--- src/sv/smaa_pkg.sv ---
// Shared constants and types for the sensor moving-average alarm core.
// No dependencies; every other file imports this package.
package smaa_pkg;

    localparam int CHANNELS    = 8;
    localparam int WINDOW_DEF  = 8;
    localparam int CH_W        = $clog2(CHANNELS);
    localparam int ID_W        = 16;
    localparam int TEMP_W      = 16;
    localparam int ROOM_W      = 4;
    localparam int CFG_IDX_W   = 1;

    localparam logic signed [TEMP_W-1:0] MIN_TEMP_RST = 16'sd2560;
    localparam logic signed [TEMP_W-1:0] MAX_TEMP_RST = 16'sd7680;

    // register indexes of the configuration port
    localparam logic [CFG_IDX_W-1:0] CFG_MIN_TEMP = 1'b0;
    localparam logic [CFG_IDX_W-1:0] CFG_MAX_TEMP = 1'b1;

    localparam logic [ID_W-1:0] CHAN_IDS [CHANNELS] = '{
        16'd15, 16'd21, 16'd37, 16'd49, 16'd112, 16'd129, 16'd132, 16'd142
    };
    localparam logic [ROOM_W-1:0] CHAN_ROOMS [CHANNELS] = '{
        4'd1, 4'd2, 4'd3, 4'd4, 4'd11, 4'd12, 4'd13, 4'd14
    };

    // per-item control that travels down the pipeline
    typedef struct packed {
        logic            known;
        logic [CH_W-1:0] ch;
        logic            full;
    } t_tag;

endpackage

--- src/sv/smaa_window.sv ---
// Id match, per-channel slot/fill tracking and window memory (first stage).
// Depends on smaa_pkg.
module smaa_window import smaa_pkg::*; #(
    parameter int WINDOW = WINDOW_DEF
) (
    input  logic                     i_clk,
    input  logic                     i_rst_n,
    input  logic                     i_en,
    input  logic [ID_W-1:0]          i_sensor_id,
    input  logic signed [TEMP_W-1:0] i_temperature,
    output t_tag                     o_tag,
    output logic signed [TEMP_W-1:0] o_temp,
    output logic signed [TEMP_W-1:0] o_old
);

    localparam int SLOT_W = (WINDOW > 1) ? $clog2(WINDOW) : 1;
    localparam int FILL_W = $clog2(WINDOW + 1);

    logic [SLOT_W-1:0]        r_slot [CHANNELS];
    logic [FILL_W-1:0]        r_fill [CHANNELS];
    logic signed [TEMP_W-1:0] mem    [CHANNELS][WINDOW];

    logic signed [TEMP_W-1:0] r_old_raw;
    logic signed [TEMP_W-1:0] r_temp;
    logic                     r_was_full;
    t_tag                     r_tag;

    logic              hit;
    logic [CH_W-1:0]   ch;
    logic [SLOT_W-1:0] slot;
    logic [SLOT_W-1:0] n_slot;
    logic [FILL_W-1:0] fill;
    logic [FILL_W-1:0] n_fill;
    logic              was_full;

    always_comb begin
        hit = 1'b0;
        ch  = '0;
        // descending scan so the lowest matching channel wins
        for (int c = CHANNELS - 1; c >= 0; c--) begin
            if (i_sensor_id == CHAN_IDS[c]) begin
                hit = 1'b1;
                ch  = CH_W'(c);
            end
        end
        slot     = r_slot[ch];
        fill     = r_fill[ch];
        was_full = (fill == FILL_W'(WINDOW));
        n_fill   = was_full ? fill : fill + FILL_W'(1);
        n_slot   = (slot == SLOT_W'(WINDOW - 1)) ? '0 : slot + SLOT_W'(1);
    end

    always_ff @(posedge i_clk) begin
        if (!i_rst_n) begin
            for (int c = 0; c < CHANNELS; c++) begin
                r_slot[c] <= '0;
                r_fill[c] <= '0;
            end
        end else if (i_en && hit) begin
            r_slot[ch] <= n_slot;
            r_fill[ch] <= n_fill;
        end
    end

    // read-before-write: the old entry leaves as the new reading lands
    always_ff @(posedge i_clk) begin
        if (i_en) begin
            r_old_raw  <= mem[ch][slot];
            r_temp     <= i_temperature;
            r_was_full <= was_full;
            r_tag      <= '{known: hit, ch: ch, full: (n_fill == FILL_W'(WINDOW))};
            if (hit) begin
                mem[ch][slot] <= i_temperature;
            end
        end
    end

    // until the window is full the slot being replaced was never written
    assign o_old  = r_was_full ? r_old_raw : '0;
    assign o_temp = r_temp;
    assign o_tag  = r_tag;

endmodule

--- src/sv/smaa_sum.sv ---
// Per-channel running sum update (second stage).
// Depends on smaa_pkg.
module smaa_sum import smaa_pkg::*; #(
    parameter int WINDOW = WINDOW_DEF
) (
    input  logic                     i_clk,
    input  logic                     i_rst_n,
    input  logic                     i_en,
    input  t_tag                     i_tag,
    input  logic signed [TEMP_W-1:0] i_temp,
    input  logic signed [TEMP_W-1:0] i_old,
    output t_tag                     o_tag,
    output logic signed [TEMP_W+$clog2(WINDOW)-1:0] o_sum
);

    localparam int SUM_W = TEMP_W + $clog2(WINDOW);

    logic signed [SUM_W-1:0] r_sum [CHANNELS];
    logic signed [SUM_W-1:0] r_sum_out;
    t_tag                    r_tag;
    logic signed [SUM_W-1:0] n_sum;

    assign n_sum = r_sum[i_tag.ch] - SUM_W'(i_old) + SUM_W'(i_temp);

    always_ff @(posedge i_clk) begin
        if (!i_rst_n) begin
            for (int c = 0; c < CHANNELS; c++) begin
                r_sum[c] <= '0;
            end
        end else if (i_en && i_tag.known) begin
            r_sum[i_tag.ch] <= n_sum;
        end
    end

    always_ff @(posedge i_clk) begin
        if (i_en) begin
            r_sum_out <= n_sum;
            r_tag     <= i_tag;
        end
    end

    assign o_sum = r_sum_out;
    assign o_tag = r_tag;

endmodule

--- src/sv/smaa_alarm.sv ---
// Floor average by reciprocal multiply, threshold compare and result register.
// Depends on smaa_pkg.
module smaa_alarm import smaa_pkg::*; #(
    parameter int WINDOW = WINDOW_DEF
) (
    input  logic                     i_clk,
    input  logic                     i_en_mul,
    input  logic                     i_en_out,
    input  t_tag                     i_tag,
    input  logic signed [TEMP_W+$clog2(WINDOW)-1:0] i_sum,
    input  logic signed [TEMP_W-1:0] i_min_temp,
    input  logic signed [TEMP_W-1:0] i_max_temp,
    output logic                     o_known,
    output logic [ROOM_W-1:0]        o_room_id,
    output logic signed [TEMP_W-1:0] o_average,
    output logic                     o_window_full,
    output logic                     o_too_cold,
    output logic                     o_too_hot
);

    localparam int SUM_W = TEMP_W + $clog2(WINDOW);
    localparam int SHIFT = SUM_W + $clog2(WINDOW);
    localparam int MUL_W = SHIFT + 1;
    // ceil(2^SHIFT / WINDOW): exact quotient for every biased sum
    localparam logic [MUL_W-1:0] RECIP =
        MUL_W'(((64'd1 << SHIFT) + 64'(WINDOW) - 64'd1) / 64'(WINDOW));
    // bias of 2^15 * WINDOW makes the sum non-negative; quotient bias is 2^15
    localparam logic [SUM_W-1:0] BIAS = SUM_W'(64'(WINDOW) << (TEMP_W - 1));

    logic [SUM_W-1:0]       biased;
    logic [SUM_W+MUL_W-1:0] prod;
    logic [TEMP_W-1:0]      r_q;
    t_tag                   r_tag;

    logic signed [TEMP_W-1:0] avg;

    logic                     r_known;
    logic [ROOM_W-1:0]        r_room_id;
    logic signed [TEMP_W-1:0] r_average;
    logic                     r_window_full;
    logic                     r_too_cold;
    logic                     r_too_hot;

    assign biased = SUM_W'(unsigned'(i_sum)) + BIAS;
    assign prod   = (SUM_W+MUL_W)'(biased) * (SUM_W+MUL_W)'(RECIP);

    always_ff @(posedge i_clk) begin
        if (i_en_mul) begin
            r_q   <= prod[SHIFT +: TEMP_W];
            r_tag <= i_tag;
        end
    end

    // remove the quotient bias by flipping the top bit
    assign avg = signed'({~r_q[TEMP_W-1], r_q[TEMP_W-2:0]});

    always_ff @(posedge i_clk) begin
        if (i_en_out) begin
            r_known       <= r_tag.known;
            r_room_id     <= r_tag.known ? CHAN_ROOMS[r_tag.ch] : '0;
            r_average     <= r_tag.known ? avg : '0;
            r_window_full <= r_tag.known && r_tag.full;
            r_too_cold    <= r_tag.known && r_tag.full && (avg < i_min_temp);
            r_too_hot     <= r_tag.known && r_tag.full && (avg > i_max_temp);
        end
    end

    assign o_known       = r_known;
    assign o_room_id     = r_room_id;
    assign o_average     = r_average;
    assign o_window_full = r_window_full;
    assign o_too_cold    = r_too_cold;
    assign o_too_hot     = r_too_hot;

endmodule

--- src/sv/sensor_moving_average_alarm_core.sv ---
// Top level: stream handshake, threshold registers and the four-stage pipeline.
// Depends on smaa_pkg, smaa_window, smaa_sum, smaa_alarm.
//
//  port group  dir  contents
//  s_axis      in   tdata = sensor_id[15:0], temperature[31:16]
//  m_axis      out  tuser = known; tdata = room_id[3:0], average[19:4],
//                   window_full[20], too_cold[21], too_hot[22], zero[23]
//  i_cfg       in   we / index / data: 0 = min_temp, 1 = max_temp
//
//  One item per cycle while m_axis_tready does not hold the output back.
//  Stages: window memory read/write, running sum, reciprocal multiply, compare.
//  Each stage holds only while the one after it is full and held, so bubbles
//  close up and input is still taken while a result waits on m_axis_tready.
//  Synchronous active-low reset clears channel state and reloads the default thresholds.
module sensor_moving_average_alarm_core import smaa_pkg::*; #(
    parameter int WINDOW = WINDOW_DEF
) (
    input  logic                 i_clk,
    input  logic                 i_rst_n,
    input  logic                 i_cfg_we,
    input  logic [CFG_IDX_W-1:0] i_cfg_index,
    input  logic [TEMP_W-1:0]    i_cfg_data,
    input  logic                 s_axis_tvalid,
    output logic                 s_axis_tready,
    input  logic [31:0]          s_axis_tdata,   // sensor_id, temperature
    output logic                 m_axis_tvalid,
    input  logic                 m_axis_tready,
    output logic [23:0]          m_axis_tdata,   // room_id, average, window_full,
                                                 // too_cold, too_hot, pad
    output logic [0:0]           m_axis_tuser    // known
);

    localparam int SUM_W = TEMP_W + $clog2(WINDOW);

    logic signed [TEMP_W-1:0] r_min_temp;
    logic signed [TEMP_W-1:0] r_max_temp;
    logic r_v1, r_v2, r_v3, r_v4;
    logic en2, en3, en4, accept;

    t_tag                     tag1, tag2;
    logic signed [TEMP_W-1:0] temp1, old1;
    logic signed [SUM_W-1:0]  sum2;

    logic                     known;
    logic [ROOM_W-1:0]        room_id;
    logic signed [TEMP_W-1:0] average;
    logic                     window_full, too_cold, too_hot;

    always_ff @(posedge i_clk) begin
        if (!i_rst_n) begin
            r_min_temp <= MIN_TEMP_RST;
            r_max_temp <= MAX_TEMP_RST;
        end else if (i_cfg_we) begin
            unique case (i_cfg_index)
                CFG_MIN_TEMP: r_min_temp <= signed'(i_cfg_data);
                CFG_MAX_TEMP: r_max_temp <= signed'(i_cfg_data);
            endcase
        end
    end

    assign en4           = !r_v4 || m_axis_tready;
    assign en3           = !r_v3 || en4;
    assign en2           = !r_v2 || en3;
    assign s_axis_tready = !r_v1 || en2;
    assign accept        = s_axis_tvalid && s_axis_tready;

    always_ff @(posedge i_clk) begin
        if (!i_rst_n) begin
            r_v1 <= 1'b0;
            r_v2 <= 1'b0;
            r_v3 <= 1'b0;
            r_v4 <= 1'b0;
        end else begin
            if (s_axis_tready) r_v1 <= s_axis_tvalid;
            if (en2)           r_v2 <= r_v1;
            if (en3)           r_v3 <= r_v2;
            if (en4)           r_v4 <= r_v3;
        end
    end

    smaa_window #(.WINDOW(WINDOW)) u_window (
        .i_clk         (i_clk),
        .i_rst_n       (i_rst_n),
        .i_en          (accept),
        .i_sensor_id   (s_axis_tdata[15:0]),
        .i_temperature (signed'(s_axis_tdata[31:16])),
        .o_tag         (tag1),
        .o_temp        (temp1),
        .o_old         (old1)
    );

    smaa_sum #(.WINDOW(WINDOW)) u_sum (
        .i_clk   (i_clk),
        .i_rst_n (i_rst_n),
        .i_en    (en2 && r_v1),
        .i_tag   (tag1),
        .i_temp  (temp1),
        .i_old   (old1),
        .o_tag   (tag2),
        .o_sum   (sum2)
    );

    smaa_alarm #(.WINDOW(WINDOW)) u_alarm (
        .i_clk         (i_clk),
        .i_en_mul      (en3),
        .i_en_out      (en4),
        .i_tag         (tag2),
        .i_sum         (sum2),
        .i_min_temp    (r_min_temp),
        .i_max_temp    (r_max_temp),
        .o_known       (known),
        .o_room_id     (room_id),
        .o_average     (average),
        .o_window_full (window_full),
        .o_too_cold    (too_cold),
        .o_too_hot     (too_hot)
    );

    assign m_axis_tvalid = r_v4;
    assign m_axis_tuser  = known;
    assign m_axis_tdata  = {1'b0, too_hot, too_cold, window_full,
                            unsigned'(average), room_id};

endmodule

--- config.mk ---
export PLATFORM = sky130hd
export DESIGN_NAME = sensor_moving_average_alarm_core
export DESIGN_NICKNAME = d
export VERILOG_FILES = /design/src/sv/smaa_pkg.sv /design/src/sv/smaa_window.sv /design/src/sv/smaa_sum.sv /design/src/sv/smaa_alarm.sv /design/src/sv/sensor_moving_average_alarm_core.sv
export SDC_FILE = /design/constraint.sdc
export NUM_CORES = 2
export LEC_CHECK = 0
export BUFFER_PORTS_ARGS = -buffer_cell sky130_fd_sc_hd__buf_4
export CORE_UTILIZATION = 30
export DETAILED_ROUTE_END_ITERATION = 7
export SLEW_MARGIN = 0
export SYNTH_ARGS = -nofsm -noshare
export SYNTH_HDL_FRONTEND = slang
export SYNTH_SLANG_ARGS = --single-unit
--- constraint.sdc ---
create_clock -name i_clk -period 7.17 [get_ports i_clk]
set_input_delay 1.434 -clock i_clk [delete_from_list [all_inputs] [get_ports i_clk]]
set_output_delay 1.434 -clock i_clk [all_outputs]
set_load 0.05 [all_outputs]
==> flow_metrics.py <==
metrics = {
    "outcome": {
        "status": "finished with violations",
        "violations": "DRC",
    },
    "die": {
        "die_area_sq_mm": 0.186,
        "num_rows": 157,
        "ios": 81,
        "initial_utilization_pct": 30.2,
        "fp.dieH_um": 431,
        "die_w_um": 431,
        "coreArea_sq_mm": 0.183,
    },
    "routing": {
        "ant_nets": 0,
        "drtPass1Iterations": 8,
        "viasPerCell": 5.14,
        "vias": 31700,
        "totalWireLength_um": 147000,
        "detail_route.iter0.violations": 3973,
        "wire_per_inst_um": 23.9,
        "drc": 3,
    },
    "finish": {
        "nets": 3723,
        "layout_commonest_cell": "edfxtp_1",
        "final_cell_mix": "edfxtp_1 (1336), nor2_1 (250), mux2i_1 (227)",
        "num-fill-cells": 17500,
        "drive_above_1_share_pct": 13.3,
        "multi_input_area_sq_mm": 0.0131,
        "final-seq-area_sq_mm": 0.0409,
        "area_delta_synth_final_pct": 15.1,
        "final_area_sq_mm": 0.0637,
    },
    "critical_path": {
        "crit_chain": "buf_4 > nor4_2 > nand4_1 > nand3_2 > mux2i_2 > buf_4 > nor3_4 > buf_4 > buf_4 > mux2i_1 > a311o_1 > o22ai_1 > mux2i_1",
        "arrival_ns": 6.20,
        "worstPathMaxFanout": 37,
        "path_delay_family": "simple AND/OR/NAND/NOR gates",
        "crit_buf_inv": 4,
        "cp_slowest_cell": "nor4_2",
        "critPathMaxStageDelay_ns": 0.83,
        "crit_path_end_kind": "flop",
        "crit_type": "in2reg",
        "startpoint_type": "input port",
        "cp_common_cell": "buf_4",
        "worst_ep_required_time_ns": 7.66,
    },
    "synth": {
        "syn_area_per_cell_sq_um": 15.9,
        "dominantRegCellSynth": "edfxtp_1",
        "ys_seq_elements": 1375,
        "syn_nets": 3606,
        "synthCells": 3477,
        "ys_types": 80,
        "yosys_warnings": 0,
        "yosys.area.top_type": "edfxtp_1",
        "synth_top_area_share_pct": 72.5,
        "yosysSeqAreaShare_pct": 73.9,
        "synthTopCellsByArea": "edfxtp_1 (73%), mux2i_1 (4.1%), a222oi_1 (2.3%), a22oi_1 (1.8%), nor2_1 (1.7%)",
        "synth_edf_count": 1336,
        "syn_area_sq_mm": 0.0553,
        "postSynth.asyncResetShare_pct": 0,
    },
    "flow_run": {
        "cap_violations": 0,
    },
    "sta": {
        "slew_headroom_pct": 24.6,
        "worst_slew_pin_slew_ns": 1.13,
        "setup_viol": 0,
        "worst_slack_ns": 1.46,
        "tns_ns": 0,
        "finalHoldViolations": 0,
        "fin_skew_ns": 0.0478,
        "min_period_over_period_pct": 79.6,
        "max_freq_mhz": 175,
        "min_period_ns": 5.71,
        "slew_viol_final": 0,
        "rsz0062_at_grt": "no",
    },
    "clocking": {
        "cts_buffer_depth": 3,
        "holdBufCountCts": 0,
        "path_clk_slew_ns": 0.06,
        "cts_num_sinks": 1375,
        "clock_latency_ns": 0.78,
        "htreeDepth": 4,
        "cts-resized-gates": 0,
        "numCtsBuffers": 137,
        "cts_tree": "built",
        "cts_setup_buffers": 0,
        "root_buffer": "clkbuf_16",
    },
    "placement": {
        "dp_slack_ns": 0.794,
        "portBuffers": 79,
        "dp_hpwl_um": 86500,
        "finalWeightedCongestion": 0.848,
        "postPlaceCellArea_sq_mm": 0.0592,
    },
    "global_routing": {
        "overflow": 0,
        "track_usage_pct": 15.6,
        "grt_pass1_vias": 31400,
        "grt_pass1_wl_um": 215000,
        "antenna_found_initial": 0,
        "grt_max_degree": 118,
    },
    "min_path": {
        "hold_class": "reg2reg",
    },
    "power": {
        "leakagePower_nw": 21.5,
        "peakVddDrop_v": 0.000245,
        "p_per_area_mw_per_mm2": 274,
    },
}
-- sequential cells by signal (all words and copies together) (netlist names), named ones only --
name                   flops
u_alarm.o_room_id          4
u_alarm.o_too_hot          1
u_alarm.o_too_cold         1
u_alarm.o_known            1
u_window.r_fill           32
u_window.o_tag             5
r_v2                       1
u_alarm.o_average         16
u_window.o_temp           16
u_window.r_slot           24
r_v1                       1
u_alarm.r_q               16
u_alarm.o_window_full      1
u_window.mem            1024
u_window.r_was_full        1
u_alarm.r_tag              5
u_window.r_old_raw        16
r_max_temp                16
r_min_temp                16
m_axis_tvalid              1
r_v3                       1
u_sum.o_tag                5
u_sum.r_sum              152
u_sum.o_sum               16
-- power by group --
group | switching (mW) | internal (mW) | total (mW)
combinational | 0.818 | 0.355 | 1.17
sequential | 0.0710 | 8.96 | 9.03
clock | 3.13 | 4.13 | 7.26
-- final timing paths --
| path | cells past startpoint | end | slack (ns) | startpoint |
|---|---|---|---|---|
| worst min register to register | 0 | u_alarm.r_q[3] | 0.41 | u_sum.o_sum[6] |
| worst max-delay path | 13 | u_window.r_old_raw[12] | 1.46 | s_axis_tdata[9] |
| worst max register to register | 14 | u_sum.r_sum[4][15] | 1.81 | flop |
| worst min-delay path | 0 | u_alarm.r_q[3] | 0.41 | u_sum.o_sum[6] |
-- cell usage after synthesis, drive strengths merged, types with 9 or more instances --
library cell	count
nand2	215
a222oi	129
clkbuf	154
o22ai	102
a211oi	14
a22oi	134
edfxtp	1336
o211ai	31
nor2	252
nor4	58
and3	51
a21oi	70
buf	70
a21boi	30
mux2i	229
and2	47
a2bb2oi	30
nand3	27
o21ai	35
dfxtp	39
ha	57
nor2b	15
a311o	25
fa	18
nor3	23
a21o	12
mux4	38
xnor2	9
inv	125
-- per-layer routing --
layer / vias up / track usage, % / share of wire (%)
li1: 14000 / - / -
met1: 16200 / 21.1 / 42
met2: 1312 / 25.9 / 49
met3: 197 / 2.27 / 6.8
met4: 0 / 4.41 / 2.3
met5: - / 0 / 0
-- kinds of logic (layout without fill, tap and decap cells) --
group                    after synthesis  count (layout)  share of synthesized area (%)
AND/OR/NAND/NOR                      750             750                           6.64
multiplexers                         269             269                           5.73
flip-flops                          1375            1375                           73.9
buffers and inverters                349             572                           2.60
other                                  1               2                        0.00678
adder cells (fa/ha/maj)               75              75                           1.94
XOR/XNOR                              16              16                          0.301
AO/OA/AOI/OAI                        642             642                           8.86
-- per-stage QoR --
| step | hold WS [ns] | util [%] | total power [mW] | instances |
|---|---|---|---|---|
| floorplan | 0.400 | - | 9.90 | 3477 |
| detailed placement | 0.405 | 32.3 | 10.4 | 5919 |
| global placement | 0.401 | 32.3 | 10.3 | 5919 |
| CTS | 0.416 | 34.8 | 17.6 | 6164 |
| global route | 0.423 | 34.8 | 18.0 | 6164 |
| finish | 0.412 | 34.8 | 17.5 | 6165 |
-- worst reg2reg max path, stage by stage, from the launching register on --
cell,delay [ns]
dfxtp_2,0.80
buf_4,0.38
mux4_2,0.53
mux2i_1,0.41
fa_1,0.49
inv_1,0.07
ha_1,0.23
inv_1,0.09
o21ai_0,0.10
a21oi_1,0.22
o21ai_0,0.29
a21oi_1,0.38
a21oi_1,0.14
xnor2_1,0.82
nor2_1,0.12
-- layout make-up --
type / instances / area share [%]
timing repair buffer: 202 / 2.52
inverter: 125 / 0.749
antenna: 1 / 0.00393
sequential: 1375 / 64.2
multi-input combinational: 1753 / 20.6
clock buffer: 160 / 5.65
tap: 2464 / 4.84
clock inverter: 85 / 1.42
Power figures use the tool's default switching activity.
